===== config.mk =====
export PLATFORM = sky130hd
export DESIGN_NAME = omip_back
export DESIGN_NICKNAME = d
export VERILOG_FILES = /design/src/sv/omip_pkg.sv /design/src/sv/omip_back.sv
export SDC_FILE = /design/constraint.sdc
export NUM_CORES = 1
export LEC_CHECK = 0
export BUFFER_PORTS_ARGS = -buffer_cell sky130_fd_sc_hd__buf_2
export CORE_MARGIN = 5
export CORE_UTILIZATION = 47
export DETAILED_ROUTE_END_ITERATION = 8
export PLACE_DENSITY = 0.78
export SYNTH_ARGS = -nofsm -noshare
export SYNTH_HDL_FRONTEND = slang
export SYNTH_SLANG_ARGS = --single-unit

===== constraint.sdc =====
create_clock -name clk -period 4.9 [get_ports clk]
set_input_delay 0.735 -clock clk [delete_from_list [all_inputs] [get_ports clk]]
set_output_delay 0.735 -clock clk [all_outputs]
set_load 0.01 [all_outputs]

===== src/sv/omip_pkg.sv =====
// Shared types, constants and helpers for the orthogonal max intensity projection.
// No dependencies; imported by every module of the block except omip_ram.
package omip_pkg;

  // Fixed field widths
  localparam int CFG_W  = 10;
  localparam int IDX_W  = 9;
  localparam int VAL_W  = 8;
  localparam int VIEW_W = 2;
  localparam int REG_W  = 2;

  // Default volume capacity
  localparam int DEF_MAX_WIDTH  = 512;
  localparam int DEF_MAX_HEIGHT = 512;
  localparam int DEF_MAX_DEPTH  = 512;

  // Register indexes
  localparam logic [REG_W-1:0] REG_WIDTH  = 2'd0;
  localparam logic [REG_W-1:0] REG_HEIGHT = 2'd1;
  localparam logic [REG_W-1:0] REG_DEPTH  = 2'd2;

  // Projection codes
  localparam logic [VIEW_W-1:0] VIEW_XY = 2'd0;
  localparam logic [VIEW_W-1:0] VIEW_XZ = 2'd1;
  localparam logic [VIEW_W-1:0] VIEW_YZ = 2'd2;

  // Packet queue between front and back
  localparam int QDEPTH = 4;
  localparam int QPW    = $clog2(QDEPTH);
  localparam int QCW    = $clog2(QDEPTH + 1);

  // All results caused by one voxel; mask bit 0 XY, 1 XZ, 2 YZ
  typedef struct packed {
    logic [2:0]       mask;
    logic             eov;
    logic [IDX_W-1:0] x;
    logic [IDX_W-1:0] y;
    logic [IDX_W-1:0] z;
    logic [VAL_W-1:0] m_xy;
    logic [VAL_W-1:0] m_xz;
    logic [VAL_W-1:0] m_yz;
  } pkt_t;

  // Last position for a register value: 0 acts as 1, above cap acts as cap
  function automatic int unsigned limit_m1(logic [CFG_W-1:0] v, int unsigned cap);
    int unsigned r;
    if (v == '0) r = 0;
    else if (int'(v) > int'(cap)) r = cap - 1;
    else r = int'(v) - 1;
    return r;
  endfunction

endpackage


===== src/sv/omip_back.sv =====
// Back: unpacks one packet into its results, oldest first, in XY, XZ, YZ order.
// Depends on omip_pkg.
module omip_back (
  input  logic                        clk,
  input  logic                        rst,
  input  omip_pkg::pkt_t              q_head,
  input  logic                        q_not_empty,
  output logic                        q_pop,
  output logic                        empty,
  input  logic                        pop,
  output logic [omip_pkg::VIEW_W-1:0] view,
  output logic [omip_pkg::IDX_W-1:0]  col_index,
  output logic [omip_pkg::IDX_W-1:0]  row_index,
  output logic [omip_pkg::VAL_W-1:0]  max_value,
  output logic                        last_of_run,
  output logic                        end_of_volume
);
  import omip_pkg::*;

  pkt_t       hold;
  logic [2:0] mask;
  logic [2:0] sel;
  logic [2:0] rest;
  logic [2:0] mask_next;
  logic       take;

  assign empty = (mask == '0);
  assign sel   = mask & (~mask + 3'd1);
  assign rest  = mask & ~sel;
  assign take  = !empty && pop;
  // reload when nothing will be left showing
  assign q_pop = q_not_empty && (empty || (take && rest == '0));

  always_comb begin
    mask_next = mask;
    if (take) mask_next = rest;
    if (q_pop) mask_next = q_head.mask;
  end

  always_ff @(posedge clk) begin
    if (rst) mask <= '0;
    else mask <= mask_next;
    if (q_pop) hold <= q_head;
  end

  // result fields for the lowest pending view
  always_comb begin
    if (sel[0]) begin
      view      = VIEW_XY;
      col_index = hold.x;
      row_index = hold.y;
      max_value = hold.m_xy;
    end else if (sel[1]) begin
      view      = VIEW_XZ;
      col_index = hold.x;
      row_index = hold.z;
      max_value = hold.m_xz;
    end else begin
      view      = VIEW_YZ;
      col_index = hold.y;
      row_index = hold.z;
      max_value = hold.m_yz;
    end
    last_of_run   = (rest == '0);
    end_of_volume = (rest == '0) && hold.eov;
  end

endmodule


# == After elaboration in Yosys (flattened, before gate mapping) ==
# Index checks and enable logic that the tools add are counted.
# totals
output_inout_bits,32
elab_cells,31
reg_bits,55
in_bits,59
# classes
n_reduce_logical,9
n_addsub,1
n_mux,9
bitwise,4
# ops
operator,count
9-bit two-way mux,3
8-bit two-way mux,2
3-bit AND,2
3-bit logical NOT,2
3-bit two-way mux,2
3-bit NOT,2
1-bit logical AND,4
2-bit two-way mux,2
"3-bit by 1-bit adder with 3-bit output, second input constant",1
2-bit nonzero test,1
1-bit logical NOT,1
1-bit logical OR,1

# == Logic depth before layout (Yosys ltp) ==
# Gate-level depths: netlist of run 1.
# logic_depth
word_depth,10
ltp_mapped,5
depth_no_buf,3

# == Worst setup path after synthesis of run 1 ==
# Ideal clock, no wire load.
# synth_path
kind,input to output
from,in pop
to,out q_pop
setup_slack_ps,503
arrival_time_ps,3662
path_buffers,0
path_stages,3
required_time_ps,4165
cell_sequence,nor3b_1 a21oi_2 a21boi_1
# synth_between
elab_chain_cells,4
# synth_rtl
element,line_no,rtl
start: declaration,omip_back.sv:10,"input logic pop,"
1-bit logical AND,omip_back.sv:30,assign take = !empty && pop;
1-bit logical AND,omip_back.sv:32,assign q_pop = q_not_empty && (empty || (take && rest == '0));
1-bit logical OR,omip_back.sv:32,
1-bit logical AND,omip_back.sv:32,
end: declaration,omip_back.sv:8,"output logic q_pop,"
# Every way passes these cells.

# == Worst setup path in the final report of run 1 ==
# layout_path
from,reg mask[1]
to,out q_pop
# layout_between
elab_chain_cells,9
elab_cells_between_ends,12
cone_classes,1 x add/sub; 4 x bitwise; 7 x reduce/logical
# layout_rtl
element,line_no,rtl
start: declaration,omip_back.sv:21,logic [2:0] mask;
start signal: assignment,omip_back.sv:42,else mask <= mask_next;
3-bit NOT,omip_back.sv:28,assign sel = mask & (~mask + 3'd1);
3-bit by 1-bit adder with 3-bit output,omip_back.sv:28,
3-bit AND,omip_back.sv:28,
3-bit NOT,omip_back.sv:29,assign rest = mask & ~sel;
3-bit AND,omip_back.sv:29,
3-bit logical NOT,omip_back.sv:32,
1-bit logical AND,omip_back.sv:32,
1-bit logical OR (*),omip_back.sv:32,
1-bit logical AND (*),omip_back.sv:32,
# Every way passes the cells marked *; elsewhere a longest branch is shown, timed or not.

==> flow_summary.yaml, run 1 <==
sta:
  drv_slew: 0
  finalSetupViolations: 0
  worst_pin_slew_ns: 0.8137
  fin_crit_ns: 3.344
  skew_ns: 0.004608
  holdWs_ns: 0.6129
  setup_tns_ns: 0
  fmax_mhz: 299.1
  relSlewSlack: 0.4561
  final_hold_viol_count: 0
  period_share: 0.6824
  rsz0062_at_grt: "no"
synth:
  ys_types: 29
  yosys_warnings: 0
  synth_seq_area_share: 0.7339
  async_flop_share: 0
  synth_fp_nets: 189
  synth_seq_cells: 55
  yosys.area.top_type: "edfxtp_1"
  yosys-top-cells-area: "edfxtp_1 71%, mux2_2 5.1%, mux2i_1 4.1%"
  synthCells: 130
  syn_avg_cell_area_um2: 17.00
  synthFlopType: "edfxtp_1"
  syn-cell-area_um2: 2210
  synth_top_cell_area_share: 0.7067
  synth_edf_count: 52
pwr:
  pwr-share-clk: 0.268
  p_sw_mw: 0.2470
  pwr-share-comb: 0.175
  p_seq_frac: 0.557
  switching_share: 0.2360
  finalPower_mw: 1.047
  pwr_density_cell_nw_per_um2: 371.9
  ir_worst_vdd_uv: 247.2
  p_leak_nw: 1.127
  internal-power_mw: 0.7996
placed_design:
  dpl.hpwl_um: 3101
  numPortBuffers: 90
  place_congestion: 0.7494
die:
  die_h_um: 78.57
  die_area_um2: 6172
  std_cell_rows: 25
  initial_utilization: 0.4773
  core_um2: 4629
  die_x_um: 78.57
  io_pins: 91
layout:
  final_nets: 282
  layout-drive-gt1-share: 0.5045
  mostFrequentLayoutCells: "90 x buf_2, 52 x edfxtp_1, 10 x mux2_2"
  area_growth_pct: 27.35
  mostFrequentLayoutCell: "buf_2"
  nFillCells: 371
  post-route-util: 0.6078
  n_antenna_cell: 0
route:
  drt_iter0_markers: 30
  num_vias: 1338
  drcViolationCount: 0
  ant_nets: 0
  drt_wl_total_um: 4105
  vias_per_cell: 4.813
  wl_per_cell_um: 14.77
  drt_pass1_iterations: 4
hold_path:
  min_from: "q_head[39]"
  worstHoldPathType: "in -> reg"
clocking:
  cts_buffers: 5
  post-cts-setup-buffer-count: 0
  htreeDepth: 2
  ctsResizeCount: 0
  hold_buffers: 0
  cts_tree: "built"
  clock_latency_ns: 0.29
  clockBufferDepth: 2
  path_clk_slew_ns: 0.09
  cts_sinks: 55
  cts_root_buf: "clkbuf_8"
worst_setup_path:
  critical-path-max-stage-delay_ns: 0.69
  crit_start: "mask[1]$_SDFFE_PP0P_"
  endpoint_kind: "output port"
  r2r_slack_ns: 2.05
  crit_slowest_cell: "a21boi_4"
  crit_fanout: 26
  critical_path_arrival_ns: 2.61
  crit_required_ns: 4.16
  path_cells: "nor2_2, nand2_1, a21boi_4, buf_2"
  crit_type: "reg -> out"
  startpoint_type: "flop"
  r2r-start: "mask[1]$_SDFFE_PP0P_"
grt:
  grt_overflow_total: 0
  grt_first_pass_wirelength_um: 6444
  grt_pass1_vias: 1462
  antenna_found_initial: 0
  grt_usage: 0.1340
  grt_max_degree: 34
outcome:
  status: "complete, no violations"
flow_run:
  drv_cap: 0
state kept, by name, summed over array words and instances, names as in the netlist:
name  flops
mask      3
hold     52
path summary, 6_finish.rpt:
kind | endpoint | cells after the start
setup / recovery | q_pop | 4
setup reg to reg | hold[25]$_DFFE_PP_ | 4
hold reg to reg | mask[2]$_SDFFE_PP0P_ | 3
hold / removal | hold[39]$_DFFE_PP_ | 1
critical path: cells and delay by family, from the launching register on:
kind | cells | cell delay, ns
flops | 1 | 0.58
simple gates | 2 | 0.78
buf+inv | 1 | 0.26
compound gates | 1 | 0.69
kinds of logic (layout without fill, tap and decap cells):
logic type | count (synthesis) | count (layout) | share of synthesized area
mux | 27 | 27 | 0.1325
flops | 55 | 55 | 0.7339
simple gates | 26 | 26 | 0.06908
compound gates | 16 | 16 | 0.04304
buf+inv | 6 | 100 | 0.02152
final cells by class:
class | count | area, µm² | area share
Timing Repair Buffer | 92 | 465.4 | 0.1654
Clock buffer | 5 | 68.82 | 0.02446
Multi-Input combinational cell | 69 | 551.8 | 0.1961
Clock inverter | 3 | 38.79 | 0.01378
Sequential cell | 55 | 1622 | 0.5763
Tap cell | 54 | 67.56 | 0.02401
power by group through the flow:
stage	clock network [mW]	logic [mW]	registers, mW
floorplan	0	0.114	0.589
global placement	0	0.186	0.592
detailed placement	0	0.187	0.594
CTS	0.287	0.188	0.583
global route	0.307	0.203	0.588
finish	0.281	0.183	0.583
cell usage after synthesis (2+ instances only):
| cell type | n |
|---|---|
| mux2_2 | 10 |
| buf_6 | 2 |
| buf_4 | 2 |
| o21ai_1 | 2 |
| nand2b_1 | 3 |
| edfxtp_1 | 52 |
| nand3b_1 | 3 |
| o21ai_0 | 8 |
| buf_2 | 2 |
| mux2i_1 | 9 |
| mux2_1 | 8 |
| nor2b_1 | 2 |
| dfxtp_1 | 3 |
| nand2_1 | 9 |
per-layer routing:
| layer | track usage | vias up | share of wire |
|---|---|---|---|
| met1 | 0.1395 | 629 | 0.37 |
| met5 | 0 | - | 0 |
| met4 | 0.04196 | 0 | 0.010 |
| li1 | - | 677 | - |
| met2 | 0.2615 | 30 | 0.57 |
| met3 | 0.03096 | 2 | 0.047 |
metrics by stage:
step | cells | instance area (µm²) | setup WS (ns)
after global routing | 278 | 2814 | 1.356
after detailed placement | 270 | 2706 | 1.812
after global placement | 270 | 2706 | 1.876
after floorplan | 130 | 2210 | 0.5029
final | 278 | 2814 | 1.556
after CTS | 278 | 2814 | 1.480
No activity file was read; power rests on OpenSTA's default activity.
==> run 2, diff against run 1 <==
- ABC_AREA: unset -> 1
- PLACE_DENSITY: 0.78 -> 0.79
- clock period: 4.9 -> 3.15 ns (I/O delays scaled with it)
==> flow_summary.yaml, run 2 <==
synth:
  synth_seq_cells: 55
  syn-cell-area_um2: 2157
  yosys-top-cells-area: "edfxtp_1 72%, nand2_1 15%, dfxtp_1 2.8%"
  synth_top_cell_area_share: 0.7239
  syn_avg_cell_area_um2: 12.19
  yosys.area.top_type: "edfxtp_1"
  synthMostInstantiatedCell: "nand2_1"
  synth_edf_count: 52
  synth_seq_area_share: 0.7517
  yosys_warnings: 0
  synthCells: 177
  synth_top_cells_by_count: "87 x nand2_1, 52 x edfxtp_1, 11 x nand3_1"
  synthFlopType: "edfxtp_1"
  ys_types: 16
  synth_fp_nets: 236
  async_flop_share: 0
clocking:
  cts_root_buf: "clkbuf_8"
  cts_buffers: 5
  path_clk_slew_ns: 0.09
  clock_latency_ns: 0.30
  hold_buffers: 0
  htreeDepth: 2
  cts_sinks: 55
  clockBufferDepth: 2
  post-cts-setup-buffer-count: 0
  cts_tree: "built"
  ctsResizeCount: 0
layout:
  final_nets: 332
  largest_register_ff_count: 52
  nFillCells: 353
  layout-drive-gt1-share: 0.3796
  mostFrequentLayoutCell: "buf_2"
  reg_top3: "hold: 52 flops, mask: 3 flops"
  n_antenna_cell: 0
  area_growth_pct: 26.74
  seq_area_um2: 1622
  multi_input_area_um2: 460.4
  post-route-util: 0.6193
  mostFrequentLayoutCells: "90 x buf_2, 87 x nand2_1, 52 x edfxtp_1"
  top_register: "hold"
die:
  die_area_um2: 6044
  core_um2: 4414
  std_cell_rows: 24
  initial_utilization: 0.4887
  die_x_um: 77.75
  io_pins: 91
  die_h_um: 77.75
sta:
  period_share: 0.7549
  final_hold_viol_count: 0
  holdWs_ns: 0.3447
  relSlewSlack: 0.6722
  drv_slew: 0
  finalSetupViolations: 0
  setup_ws_ns: 0.7720
  setup_tns_ns: 0
  skew_ns: 0.004778
  fmax_mhz: 420.5
  fin_crit_ns: 2.378
  worst_pin_slew_ns: 0.4906
  rsz0062_at_grt: "no"
pwr:
  finalPower_mw: 1.699
  ir_worst_vdd_uv: 374.2
  pwr_density_cell_nw_per_um2: 621.6
  p_leak_nw: 1.260
route:
  drt_pass1_iterations: 4
  drt_wl_total_um: 4335
  wl_per_cell_um: 13.30
  num_vias: 1524
  ant_nets: 0
  drt_iter0_markers: 67
  drcViolationCount: 0
  vias_per_cell: 4.675
worst_setup_path:
  reg2reg_to: "hold[43]$_DFFE_PP_"
  r2r-start: "mask[0]$_SDFFE_PP0P_"
  path_buf_inv: 2
  worstRegToRegCells: 5
  crit_fanout: 23
  critical_path_arrival_ns: 1.91
  crit_cells: 5
  path_cells: "buf_4, nor2_4, nand3_2, nand2_2, buf_2"
  endpoint_kind: "output port"
  r2r_slack_ns: 1.07
  startpoint_type: "flop"
  crit_required_ns: 2.68
  crit_family: "simple AND/OR/NAND/NOR gates"
  critical-path-max-stage-delay_ns: 0.43
  crit_type: "reg -> out"
  crit_slowest_cell: "nor2_4"
grt:
  antenna_found_initial: 0
  grt_pass1_vias: 1538
  grt_first_pass_wirelength_um: 6989
  grt_overflow_total: 0
  grt_max_degree: 24
  grt_usage: 0.1490
placed_design:
  numPortBuffers: 90
  dpl.hpwl_um: 3293
  post-place-ws_ns: 1.019
  place_congestion: 0.8014
hold_path:
  min_from: "q_head[4]"
  whs_endpoint: "hold[4]$_DFFE_PP_"
  holdPathStages: 1
  worstHoldPathType: "in -> reg"
outcome:
  status: "complete, no violations"
flow_run:
  drv_cap: 0
run 2: cell count changes after synthesis, moves of 3 or more:
cell	previous run	this run
mux2i_1	9	0
nand2b_1	3	0
mux2_1	8	0
o21ai_0	8	0
inv_1	0	7
nand3b_1	3	0
mux2_2	10	0
nand3_1	0	11
nand2_1	9	87
run 2: cells by family after synthesis:
kind of cell,count (synthesis),share of synthesized area
and+or+nand+nor,103,0.1966
DFF,55,0.7517
buffers and inverters,13,0.03481
AOI/OAI and AO/OA,6,0.01682
run 2: layout make-up:
cell class / instances / share of cell area
inverters: 9 / 0.01236
well taps: 52 / 0.02380
flip-flops and latches: 55 / 0.5931
multi-input cells: 109 / 0.1684
clock buffers: 8 / 0.02929
repair buffers: 93 / 0.1730
run 2: worst max-delay path by stage:
stage          slack [ns]                 start                  to
2_1_floorplan        1.33           q_not_empty               q_pop
4_1_cts              0.71  mask[0]$_SDFFE_PP0P_               q_pop
6_report             0.77  mask[0]$_SDFFE_PP0P_               q_pop
3_3_place_gp         1.11  mask[0]$_SDFFE_PP0P_  hold[43]$_DFFE_PP_
3_5_place_dp         1.02  mask[0]$_SDFFE_PP0P_  hold[49]$_DFFE_PP_
5_1_grt              0.57  mask[0]$_SDFFE_PP0P_               q_pop
run 2: per-stage QoR:
step,cells,instance area (µm²)
5_1_grt,326,2734
3_5_place_dp,318,2654
2_1_floorplan,177,2157
4_1_cts,326,2734
6_report,326,2734
3_3_place_gp,318,2654
run 2: power breakdown:
group | internal [mW] | switching (mW)
clock network | 0.158 | 0.197
logic | 0.149 | 0.256
registers | 0.912 | 0.0273
run 2: routing by layer:
metal / wire length, µm / vias up / track usage
met5: 0 / - / 0
met3: 531 / 2 / 0.06481
met4: 14 / 0 / 0.04124
met2: 1972 / 79 / 0.2295
li1: - / 782 / -
met1: 1816 / 661 / 0.1926
run 2: worst register-to-register path: stages (launching register included):
cell and delay, ns:
dfxtp_1 0.30, buf_4 0.21, nor2_4 0.44, nand3_2 0.18, nand2_2 0.29, buf_4 0.35
