**src/sv/omip_pkg.sv**
```systemverilog
// Shared types, constants and helpers for the orthogonal max intensity projection.
// No dependencies; imported by every module of the block except omip_ram.
package omip_pkg;

  // Fixed field widths
  localparam int CFG_W  = 10;
  localparam int IDX_W  = 9;
  localparam int VAL_W  = 8;
  localparam int VIEW_W = 2;
  localparam int REG_W  = 2;

  // Default volume capacity
  localparam int DEF_MAX_WIDTH  = 512;
  localparam int DEF_MAX_HEIGHT = 512;
  localparam int DEF_MAX_DEPTH  = 512;

  // Register indexes
  localparam logic [REG_W-1:0] REG_WIDTH  = 2'd0;
  localparam logic [REG_W-1:0] REG_HEIGHT = 2'd1;
  localparam logic [REG_W-1:0] REG_DEPTH  = 2'd2;

  // Projection codes
  localparam logic [VIEW_W-1:0] VIEW_XY = 2'd0;
  localparam logic [VIEW_W-1:0] VIEW_XZ = 2'd1;
  localparam logic [VIEW_W-1:0] VIEW_YZ = 2'd2;

  // Packet queue between front and back
  localparam int QDEPTH = 4;
  localparam int QPW    = $clog2(QDEPTH);
  localparam int QCW    = $clog2(QDEPTH + 1);

  // All results caused by one voxel; mask bit 0 XY, 1 XZ, 2 YZ
  typedef struct packed {
    logic [2:0]       mask;
    logic             eov;
    logic [IDX_W-1:0] x;
    logic [IDX_W-1:0] y;
    logic [IDX_W-1:0] z;
    logic [VAL_W-1:0] m_xy;
    logic [VAL_W-1:0] m_xz;
    logic [VAL_W-1:0] m_yz;
  } pkt_t;

  // Last position for a register value: 0 acts as 1, above cap acts as cap
  function automatic int unsigned limit_m1(logic [CFG_W-1:0] v, int unsigned cap);
    int unsigned r;
    if (v == '0) r = 0;
    else if (int'(v) > int'(cap)) r = cap - 1;
    else r = int'(v) - 1;
    return r;
  endfunction

endpackage

```
**src/sv/omip_queue.sv**
```systemverilog
// Short packet queue between front and back.
// Depends on omip_pkg.
module omip_queue (
  input  logic                     clk,
  input  logic                     rst,
  input  logic                     push,
  input  omip_pkg::pkt_t           push_pkt,
  input  logic                     pop,
  output omip_pkg::pkt_t           head,
  output logic                     not_empty,
  output logic [omip_pkg::QCW-1:0] count
);
  import omip_pkg::*;

  pkt_t           entries [QDEPTH];
  logic [QPW-1:0] wr_ptr;
  logic [QPW-1:0] rd_ptr;

  assign head      = entries[rd_ptr];
  assign not_empty = (count != '0);

  // pointers and occupancy; front guarantees room
  always_ff @(posedge clk) begin
    if (rst) begin
      wr_ptr <= '0;
      rd_ptr <= '0;
      count  <= '0;
    end else begin
      if (push) wr_ptr <= wr_ptr + 1'b1;
      if (pop) rd_ptr <= rd_ptr + 1'b1;
      if (push && !pop) count <= count + 1'b1;
      else if (!push && pop) count <= count - 1'b1;
    end
  end

  always_ff @(posedge clk) begin
    if (push) entries[wr_ptr] <= push_pkt;
  end

endmodule

```
**config.mk**
```make
export PLATFORM = sky130hd
export DESIGN_NAME = omip_queue
export DESIGN_NICKNAME = d
export VERILOG_FILES = /design/src/sv/omip_pkg.sv /design/src/sv/omip_queue.sv
export SDC_FILE = /design/constraint.sdc
export NUM_CORES = 1
export LEC_CHECK = 0
export BUFFER_PORTS_ARGS = -buffer_cell sky130_fd_sc_hd__buf_2
export CAP_MARGIN = 20
export CORE_MARGIN = 2
export CORE_UTILIZATION = 29
export DETAILED_ROUTE_END_ITERATION = 16
export PLACE_DENSITY = 0.57
export RECOVER_POWER = 100
export SLEW_MARGIN = 20
export SYNTH_ARGS = -nofsm -noshare
export SYNTH_HDL_FRONTEND = slang
export SYNTH_SLANG_ARGS = --single-unit
export TNS_END_PERCENT = 100
```
**constraint.sdc**
```tcl
create_clock -name clk -period 2.3 [get_ports clk]
set_input_delay 0.345 -clock clk [delete_from_list [all_inputs] [get_ports clk]]
set_output_delay 0.345 -clock clk [all_outputs]
set_load 0.05 [all_outputs]
```
[Yosys cells after proc, flatten, opt, wreduce, memory -nomap -nowiden]
Memories as Yosys holds them, arrays and structs flattened. A register that Yosys moved wholly into a read port is not among the register bits.
Index checks and enable logic that the tools add are counted.
Word-level totals
  input port bits: 59
  ROM bits: 0
  latch bits: 0
  memory bits (writable): 220
  register bits after elaboration: 7
  memories: 1
  logic and storage cells: 20
Operators by class
  bitwise operators: 0
  $add $sub $neg: 4
  equality and inequality tests: 0
  multiplexer cells: 6
  divide/modulo/power cells: 0
  magnitude comparators: 0
  shifts and indexed selects: 0
  reductions and logical operators: 6
  $mul: 0
Memory list
  entries: words 4, width 55, read ports 1, clocked after Yosys merged registers in 1, write ports 1, RTL line omip_queue.sv:15  | pkt_t entries [QDEPTH];
Operator list (count)
  $mux W3: 2
  $add A2 B1 Y2 const B: 2
  $mux W2: 2
  $add A3 B1 Y3 const B: 1
  $reduce_bool A3 Y1: 1
  $sub A3 B1 Y3 const B: 1
  $logic_and A1 B1 Y1: 2
  $logic_not A1 Y1: 2
  $mux W1: 2
  $reduce_bool A2 Y1: 1

[Logic depth before layout (Yosys ltp)]
Gate-level depths: netlist of the first run.
  depth in word-level cells: 4
  depth in mapped cells: 7
  depth with buffers taken out: 7

[Worst setup path after synthesis of the first run]
No wires, ideal clock.
  path kind: reg2reg
  from: reg wr_ptr[0]
  to: mem entries[2][0] (netlist name), enable pin
  library setup time: 418 ps
  arrival: 1846 ps
  clock period less this slack: 2265 ps
  slack: 35 ps
  stages on the path, launching flop included: 4
  required time: 1882 ps
  buffers on the path: 0
  cell sequence: dfxtp_1 inv_1 ha_1 and2_1
RTL lines
  from (decl): RTL line omip_queue.sv:16  | logic [QPW-1:0] wr_ptr;
  from (signal assigned): RTL line omip_queue.sv:29  | if (push) wr_ptr <= wr_ptr + 1'b1;
  to (decl): RTL line omip_queue.sv:15
No word-level cell before the write port.

==> results list, run 1 <==
- Vias in the first global route: around 4200
* Final max-slew violation count: 0
- At the pin with the least slew margin, the transition time is 0.8654 ns.
- The finished layout holds roughly 880 standard cells, fillers aside.
* Most frequent cells in the layout: edfxtp_1, clkbuf_1, mux4_2
- Hold WC Path Type: input pin to register
* Clk Latency, worst-skew pair: roughly 0.50 ns
- Hold depth: 1
- The startpoint identified for the worst register-to-register timing path is wr_ptr[0].
- Switching share of power: 25.18%
- Count of cell types in the netlist: 21
- RSZ-0062 raised after global routing: yes
- Once placement completed, the tool counted placed cells totaling 832.
* Count of mapped cells out of synthesis: 330
* Level count of the clock H-tree: 1
- Clock-pin slew reported for the worst setup and hold paths after clock tree synthesis: 0.06 ns
* Number of placement rows: between 60 and 70
- Max FO, Critical Path: 24
- Number of hold-slack violations in the final timing report: 0
- Entering global routing, the biggest net connects 32 pins.
- Cell area after technology mapping: about 8400 um2
- Chip Width: about 170 um
- For this design the top-level I/O count stands at between 100 and 150.
* Reg power frac: ~48%
* CTS Buf Count: 24
- The area growth from synthesis to layout is 23.04%.
- The clock network burns between 30% and 40% of the power.
- Filler Cell Count: 2638
* Count of nets after finishing: 540
- The count of buffers added on input and output ports is roughly 120.
- Global-route wire length before repair: between 20000 and 25000 um
- Dividing the detail-routed wire length by the instance count gives ~18 um.
- Relative contribution of combinational cells to total power: between 10% and 20%
- Fraction of the yosys area taken by sequential cells: between 80% and 90%
- Worst path arrival time: roughly 1.9 ns
- Congestion Overflow GR: 0
- Final WL: 15570 um
* Cells on worst reg2reg path: 3
- The library cell used most frequently in the layout, excluding fill and tap cells, is edfxtp_1.
- Summed over all nets, the switching power comes to 2.544 mW.
- The worst-case IR drop observed on VDD is 0.4088 mV.
- Antenna violations before repair: 0
* Violation count after the first detailed-routing iteration: 185
- Predominant post-synthesis flop cell: edfxtp_1
- The worst pin sits at a relative slew slack of between 40 and 50%.
- Setup clock skew after layout: between 0.006 and 0.007 ns
* Mapped Avg Cell Area: about 26 um2
* Flip-flop and latch count after synthesis: between 200 and 250
- After detailed routing, the number of remaining DRC violations is 0.
- Critical path type: register to output pin
- The worst setup path is launched from a register.
- Maximum clock frequency: about 0.44 GHz
- Sum of negative setup slack: 0 ns
- Worst path required time: ~2 ns
- Ys Warns: 0
- Ranked by total cell area, the synthesized netlist is headed by edfxtp_1, mux4_2, dfxtp_1.
- When the netlist entered floorplanning its net count stood at around 400.
* CTS sink cnt: 229
- Final antenna diode count: 0
* Bufs on Longest Clock Path: 3
- RD Place Congestion: about 0.7
- For this run, the total global-route usage over all layers was measured as between 10 and 15%.
* Y dimension of the die: ~170 um
- TritonCTS built the clock tree.
- Internal portion of total power: roughly 7.6 mW
- The startpoint identified for the worst hold timing path is push_pkt[15].
- edfxtp_1 takes more of the synthesized area than any other cell.
- Max-cap violations in this run came to 0.
- Ratio of cells with drive above 1 in the final layout: 33.47%
- The count of nets left with antenna violations once routing finished came out at 0.
* Clock tree root driver cell: clkbuf_16
- Detailed placement finished with a half-perimeter wire length of a little under 10000 um.
- Total via count in the routed design: between 3000 and 4000
- Area share of the largest cell type after synthesis: 78.38%
- For this design the static power due to leakage is between 3 and 4 nW.
- The core region is approximately 29000 um2.
- Using the TritonRoute via totals, the vias-per-cell ratio works out to 4.281.
- Overall die area: between 30000 and 40000 um2
- Initial cell density of the core: 29.44%
* Time the final worst path needs with I/O delays and setup: ~2.3 ns
* Async SR Flop Fraction: 0%
* Count of final setup violators: 0
- DR pass1 iterations: 4
* Power density relative to cell area: ~1000 nW/um2
* Endpoint type of the worst setup path: output pin
* Outcome: complete, no violations
- Fraction of the cycle the final worst path needs: roughly 100%
* Number of enable flip-flop cells after synthesis: 220
cell usage after synthesis (2+ instances only):
cell	n
mux4_1	5
buf_2	5
edfxtp_1	220
dfxtp_1	9
xnor2_1	2
mux2i_1	2
ha_1	5
inv_1	4
buf_12	5
nor2_1	7
mux4_2	50
xor2_1	3
and2_1	4
or3_1	2
worst max-delay path: stages (launching register included):
cell and delay [ns]:
dfxtp_4 0.38, buf_12 0.22, mux4_1 0.60, buf_2 0.23
final timing paths:
check | slack [ns] | to
max | 0.02 | head[54]
min | 0.1 | entries[0][15]
max reg2reg | 0.15 | entries[3][32]
min reg2reg | 0.50 | count[2]
routing by layer:
| layer | vias up | wire [um] | track usage, % | part of all wire [%] |
|---|---|---|---|---|
| li1 | 1690 | - | - | - |
| met5 | - | 0 | 0 | 0 |
| met4 | 0 | 351 | 3.116 | 2.3 |
| met3 | 25 | 704 | 2.406 | 4.5 |
| met1 | 1961 | 6765 | 13.11 | 43 |
| met2 | 78 | 7745 | 17.61 | 50 |
timing repair:
| action | CTS | global route |
|---|---|---|
| resized for setup | 41 | 13 |
| hold buffers | 0 | 0 |
| setup buffers | 1 | 0 |
| setup endpoints to repair | 38 | 43 |
power by group through the flow:
stage	registers, mW	logic (mW)	clock network, mW
floorplan	4.95	1.05	0
global placement	4.93	1.42	0
detailed placement	4.95	1.43	0
CTS	4.85	1.52	3.90
global route	4.87	1.57	4.04
finish	4.85	1.48	3.77
sequential cells by signal, indices dropped and copies added (netlist names), named ones only:
| register | flops |
|---|---|
| count | 3 |
| entries | 220 |
| rd_ptr | 2 |
| wr_ptr | 2 |
final cells by class:
type | count | area [um2] | area share, %
clock buffer | 32 | 671.9 | 6.479
tap | 384 | 480.5 | 4.633
sequential | 229 | 6794 | 65.52
inverter | 4 | 15.01 | 0.1448
clock inverter | 12 | 118.9 | 1.146
multi-input combinational | 84 | 1479 | 14.26
timing repair buffer | 132 | 810.8 | 7.819
per-stage QoR:
stage	hold WS, ns	worst slack, ns	instance area, um2	power, mW	util (%)
floorplan	0.4439	0.03529	8428	6.002	-
global placement	0.4934	0.4737	9559	6.349	33.39
detailed placement	0.4939	0.4577	9559	6.379	33.39
CTS	0.02379	-0.05614	10480	10.27	36.61
global route	0.08596	-0.07523	10370	10.48	36.23
finish	0.09835	0.01697	10370	10.10	36.23
kinds of logic (layout without fill, tap and decap cells):
kind of cell	count (synthesis)	in the layout	share of synthesized area (%)
compound gates	2	2	0.1187
mux	57	57	15.16
flops	229	229	80.52
xor+xnor	5	5	0.5197
buf+inv	17	180	1.900
fa+ha+maj	6	6	0.9798
simple gates	14	14	0.8016
(Power assumes the default switching activity.)
==> inputs of run 2 (changes only) <==
--- a/config.mk
+++ b/config.mk
@@ -8,9 +8,9 @@
 export BUFFER_PORTS_ARGS = -buffer_cell sky130_fd_sc_hd__buf_2
 export CAP_MARGIN = 20
 export CORE_MARGIN = 2
-export CORE_UTILIZATION = 29
+export CORE_UTILIZATION = 35
 export DETAILED_ROUTE_END_ITERATION = 16
-export PLACE_DENSITY = 0.57
+export PLACE_DENSITY = 0.64
 export RECOVER_POWER = 100
 export SLEW_MARGIN = 20
 export SYNTH_ARGS = -nofsm -noshare
==> results list, run 2 (synthesized netlist as in run 1, its figures left out) <==
- Number of flip-flops in the largest register: 220 (unchanged)
- The number of pins exceeding their max-slew limit in the final report is 0 (unchanged).
- The wire length after detailed routing came to 15660 um (+0.58%).
- Setup repair after global routing could not meet its margin everywhere.
- Max Cap Viol: 0 (unchanged)
- Compared with the post-synthesis result, the final layout area differs by 21.47%.
- The cell area power density came to 951.0 nW/um2 (-2.4%).
* Chip Width: 159.2 um (-8.8%)
- The I/O pin total came to 118 (unchanged).
- Most common cell after layout, fill and taps aside: edfxtp_1
- Static leakage: 3.318 nW (-0.77%)
- The source-to-sink clock delay at the later pin of the worst-skew pair came to 0.49 ns (about the same).
- The arrival time of data at the critical path endpoint is 1.92 ns (-0.02 ns).
- Hold buffer count at CTS: 0 (unchanged)
* Time the final worst path needs with I/O delays and setup: 2.269 ns (-0.01354 ns)
- Total via count in the routed design: 3815 (+1.6%)
- The initial standard-cell utilization of the core was 35.80% (+6.4 points).
* Category of the worst setup path launch point: register
- Clock tree from TritonCTS: done
* Bufs on Longest Clock Path: 3 (unchanged)
- The total power of the final layout came to 9.735 mW (-3.6%).
- DP Worst Slack: 0.3810 ns (-0.07674 ns)
- The setup skew after layout came to 0.005104 ns (-0.001292 ns).
- Post-DR vias/cell: 4.727 (+10%)
- Leaving out fill and tap cells, the most frequent cells in the layout are edfxtp_1, clkbuf_1, mux4_2.
- Antenna violations before repair: 1 (+1)
- Maximum ir drop on the vdd rail: 0.4923 mV (+20%)
- The number of buffer cells added on primary ports was 117 (unchanged).
- Ratio of cells with drive above 1 in the final layout: 31.97% (-1.5 points)
- The total congestion overflow came to 0 (unchanged).
- The final count of hold timing violations was 0 (unchanged).
- The routability congestion estimate from global placement came to 0.6441 (-6.1%).
- Overall Global Routing Usage: 12.29% (+2.0 points)
* Largest reg by FF count: entries
- The count of antenna-violating nets left after detailed routing came to 0 (unchanged).
* Hold WC Path Type: input pin to register
* Y dimension of the die: 159.2 um (-8.8%)
- Maximum clock frequency: 0.4406 GHz (+0.60%)
- Fraction of the cycle the final worst path needs: 98.67% (-0.59 points)
* Final antenna diode count: 0 (unchanged)
- Least-Margin Pin Slew: 0.9598 ns (+0.09441 ns)
- Remaining design rule violation count: 0 (unchanged)
- Vias in the first global route: 4254 (+2.0%)
* Biggest regs: entries x220, count x3
* Overall die area: 25340 um2 (-17%)
* Final worst setup slack: 0.03051 ns (+0.01354 ns)
- Clock tree root driver cell: clkbuf_16
* Sum of negative setup slack: 0 ns (unchanged)
* DR pass1 iterations: 4 (unchanged)
* Count of final setup violators: 0 (unchanged)
* Level count of the clock H-tree: 1 (unchanged)
- The routed wirelength normalized by instance count was 19.40 um (+9.3%).
- CTS sink cnt: 229 (unchanged)
* CTS Buf Count: 23 (-4.2%)
- The half-perimeter wire length after detailed placement is 9085 um (-6.8%).
* Endpoint type of the worst setup path: output pin
- The placeable core area was 23540 um2 (-18%).
- Pin count of the biggest net entering global routing: 56 (+75%)
- Clock-pin slew reported for the worst setup and hold paths after clock tree synthesis: 0.06 ns (about the same)
- The global-route wire length before repair is 24190 um (+1.1%).
- The detailed router's first-iteration violation count is 157 (-15%).
- Count of nets after finishing: 538 (-0.37%)
- Max FO, Critical Path: 13 (-46%)
* Outcome: complete, no violations
- The cell row count came to 56 (-9.7%).
- Worst path required time: 1.96 ns (about the same)
- Relative slew slack: 36.01% (-6.3 points)
- The critical path in this run is classified as register to output pin.
run 2: worst max-delay path: stages, from the launching register on:
cell and delay [ns]:
dfxtp_4 0.40, buf_12 0.13, buf_16 0.17, mux4_2 0.51
buf_2 0.23
run 2: metal layers:
| layer | up-vias | global-route usage [%] | share of wire, % | routed length [um] |
|---|---|---|---|---|
| li1 | 1687 | - | - | - |
| met1 | 1985 | 15.95 | 43 | 6660 |
| met2 | 112 | 20.63 | 49 | 7725 |
| met3 | 29 | 3.282 | 6.2 | 970 |
| met4 | 2 | 3.223 | 1.9 | 290 |
| met5 | - | 0 | 0.070 | 11 |
run 2: repair_timing:
item | in CTS | in global routing
setup buffers | 1 | 2
endpoints found under the setup margin | 49 | 31
gates cloned | 1 | 1
gates resized for setup | 24 | 55
run 2: area by class of cell:
class | count | area [um2]
multi-input cells | 84 | 1470
flip-flops and latches | 229 | 6792
fillers | 2057 | 13310
clock inverters | 15 | 91.34
well taps | 319 | 399.1
clock buffers | 25 | 583.1
inverters | 4 | 15.01
repair buffers | 131 | 887.1
run 2: power breakdown:
group          internal (mW)  switching (mW)  total, mW
Clock                   1.92            1.43       3.35
Combinational          0.522            1.01       1.53
Sequential              4.79          0.0568       4.85
run 2: metrics by stage:
stage	area [um2]	instances	hold slack [ns]	util (%)
2_1_floorplan	8428	330	0.4439	-
3_3_place_gp	9413	762	0.4824	39.98
3_5_place_dp	9413	762	0.5189	39.98
4_1_cts	10190	804	0.04652	43.28
5_1_grt	10240	807	0.1055	43.48
6_report	10240	807	0.1119	43.48
run 2: final timing paths:
kind | startpoint | endpoint | slack (ns) | cells past startpoint
min reg2reg | rd_ptr[1] | register | 0.53 | 2
max | register | head[15] | 0.03 | 4
min | push_pkt[19] | entries[3][19] | 0.11 | 1
max reg2reg | wr_ptr[1] | entries[1][42] | 0.39 | 4
==> inputs of run 3 (changes only) <==
--- a/config.mk
+++ b/config.mk
@@ -9,8 +9,9 @@
 export CAP_MARGIN = 20
 export CORE_MARGIN = 2
 export CORE_UTILIZATION = 35
+export CTS_BUF_LIST = sky130_fd_sc_hd__clkbuf_16
 export DETAILED_ROUTE_END_ITERATION = 16
-export PLACE_DENSITY = 0.64
+export PLACE_DENSITY = 0.65
 export RECOVER_POWER = 100
 export SLEW_MARGIN = 20
 export SYNTH_ARGS = -nofsm -noshare
==> results list, run 3 (synthesized netlist as in run 1, its figures left out) <==
* Outcome: complete, no violations
* Post-DR vias/cell: 4.747 (+0.41%)
- The wire length after detailed routing came to 15850 um (+1.3%).
- RD Place Congestion: 0.6914 (+7.3%)
- The library cell used most frequently in the layout, excluding fill and tap cells, is edfxtp_1.
- The setup TNS came to 0 ns (unchanged).
- Relative slew slack: 35.62% (-0.40 points)
- The cell sitting at the root of the clock tree is a clkbuf_16.
- The flip-flop count of the largest register after layout was 220 (unchanged).
- Clock-pin slew reported for the worst setup and hold paths after clock tree synthesis: 0.06 ns (about the same)
- The post-route worst setup slack is 0.02724 ns (-0.003273 ns).
* Count of final setup violators: 0 (unchanged)
- The critical path is of the register to output pin type.
* Largest reg by FF count: entries
- The source-to-sink clock delay at the later pin of the worst-skew pair came to 0.50 ns (about the same).
* DR pass1 iterations: 6 (+2)
* Endpoint type of the worst setup path: output pin
* Maximum clock frequency: 0.4400 GHz (-0.14%)
- Leaving out fill and tap cells, the most frequent cells in the layout are edfxtp_1, clkbuf_1, mux4_2.
- The initial antenna violation count was 0 (-1).
* Static leakage: 3.354 nW (+1.1%)
* Number of hold-slack violations in the final timing report: 0 (unchanged)
- DP Worst Slack: 0.3662 ns (-0.01477 ns)
- The worst-case clock buffer depth was 3 (unchanged).
- Time the final worst path needs with I/O delays and setup: 2.273 ns (+0.003273 ns)
- Worst path arrival time: 1.93 ns (about the same)
- Area growth syn-to-layout: 21.76%
- The critical path data required time came to 1.96 ns (about the same).
- The cell area power density came to 948.1 nW/um2 (-0.30%).
- Max FO, Critical Path: 6 (-7)
* I/O pins: 118 (unchanged)
- Biggest regs: entries x220, count x3
- The floorplan die height was 159.2 um (unchanged).
- The number of diodes added for antenna fixing is 0 (unchanged).
- Level count of the clock H-tree: 1 (unchanged)
- The worst hold slack came to 0.1094 ns (-0.002454 ns).
- Total via count in the routed design: 3826 (+0.29%)
* Filler Cell Count: 2070 (+0.63%)
- Global-route wire length before repair: 24570 um (+1.6%)
* Standard cell core area: 23540 um2 (unchanged)
- Vias in the first global route: 4315 (+1.4%)
- The post-route DRC violation count was 0 (unchanged).
- Setup repair after global routing could not meet its margin everywhere.
- The total congestion overflow was 0 (unchanged).
* Number of nets with antenna violations after detailed routing: 0 (unchanged)
- CTS Buf Count: 24 (+4.3%)
- In this run the worst hold path is classified as input pin to register.
* Final max-slew violation count: 0 (unchanged)
- The fraction of layout instances using a drive strength above 1 came to 33.06% (+1.1 points).
* Maximum ir drop on the vdd rail: 0.4115 mV (-16%)
* Number of placement rows: 56 (unchanged)
- The worst setup path is launched from a register.
- The portion of the clock cycle consumed by the worst path in the final layout is 98.82% (+0.14 points).
- The final layout net count was 541 (+0.56%).
- Setup clock skew after layout: 0.009169 ns (+0.004065 ns)
- The number of clock sinks seen by CTS was 229 (unchanged).
* Hold buffer count at CTS: 0 (unchanged)
- The initial standard-cell utilization of the core came to 35.80% (unchanged).
* Overall die area: 25340 um2 (unchanged)
* Overall Global Routing Usage: 12.56% (+0.28 points)
- Half-perimeter wire length after detailed placement: 9242 um (+1.7%)
- The number of buffer cells added on primary ports is 117 (unchanged).
- Clock tree from TritonCTS: done
* Chip Width: 159.2 um (unchanged)
- Pin count of the biggest net entering global routing: 56 (unchanged)
- Max Cap Viol: 0 (unchanged)
- The routed wirelength normalized by instance count is 19.67 um (+1.4%).
- Violation count after the first detailed-routing iteration: 187 (+19%)
* Least-Margin Pin Slew: 0.9658 ns (+0.005936 ns)
[run 3: changes by cell type in the layout (fill, tap and decap cells not counted), sizes merged]
| cell | before | now |
|---|---|---|
| buf | 49 | 61 |
| bufinv | 1 | 0 |
| clkbuf | 107 | 97 |
| clkinv | 13 | 6 |
| inv | 4 | 9 |
[run 3: per-layer routing]
layer | global-route usage, % | part of all wire (%)
met1 | 15.29 | 41
met2 | 22.73 | 52
met3 | 2.891 | 5.2
met4 | 3.017 | 1.6
met5 | 0 | 0
[run 3: report_power, final]
part | internal, mW | switching [mW]
clock network | 1.94 | 1.42
logic | 0.513 | 1.01
registers | 4.79 | 0.0602
total | 7.25 | 2.48
[run 3: through the flow]
| step | cells | power [mW] | util [%] | instance area [um2] |
|---|---|---|---|---|
| detailed placement | 763 | 6.374 | 40.12 | 9445 |
| floorplan | 330 | 6.002 | - | 8428 |
| global route | 806 | 10.12 | 43.59 | 10260 |
| finish | 806 | 9.729 | 43.59 | 10260 |
| CTS | 806 | 9.927 | 44.20 | 10410 |
| global placement | 763 | 6.337 | 40.12 | 9445 |
[run 3: final cells by class]
| cell class | count | area [um2] | share of cell area [%] |
|---|---|---|---|
| inverters | 4 | 15.01 | 0.1463 |
| multi-input cells | 84 | 1483 | 14.45 |
| flip-flops and latches | 229 | 6792 | 66.18 |
| well taps | 319 | 399.1 | 3.889 |
| clock inverters | 12 | 60.06 | 0.5852 |
| clock buffers | 25 | 625.6 | 6.096 |
| repair buffers | 133 | 888.4 | 8.656 |
[run 3: worst paths after layout]
| kind | start | endpoint | slack, ns | cells past startpoint |
|---|---|---|---|---|
| worst max-delay path | register | head[23] | 0.03 | 4 |
| worst min-delay path | push_pkt[51] | entries[1][51] | 0.11 | 1 |
| worst max register to register | wr_ptr[0] | entries[2][25] | 0.16 | 4 |
| worst min register to register | count[2] | count[2] | 0.53 | 2 |
[run 3: timing repair]
| item | 4_1_cts | 5_1_grt |
|---|---|---|
| pin swaps | 0 | 0 |
| gates resized for setup | 54 | 4 |
| endpoints found under the setup margin | 48 | 34 |
| setup buffers | 4 | 0 |
| endpoints found under the hold margin | 0 | 0 |
| cloned | 2 | 1 |
[run 3: worst max-delay path, cell delays in order (launching register included)]
cell and delay, ns:
dfxtp_4 0.44, buf_12 0.15, clkbuf_16 0.16, mux4_2 0.51, buf_6 0.17
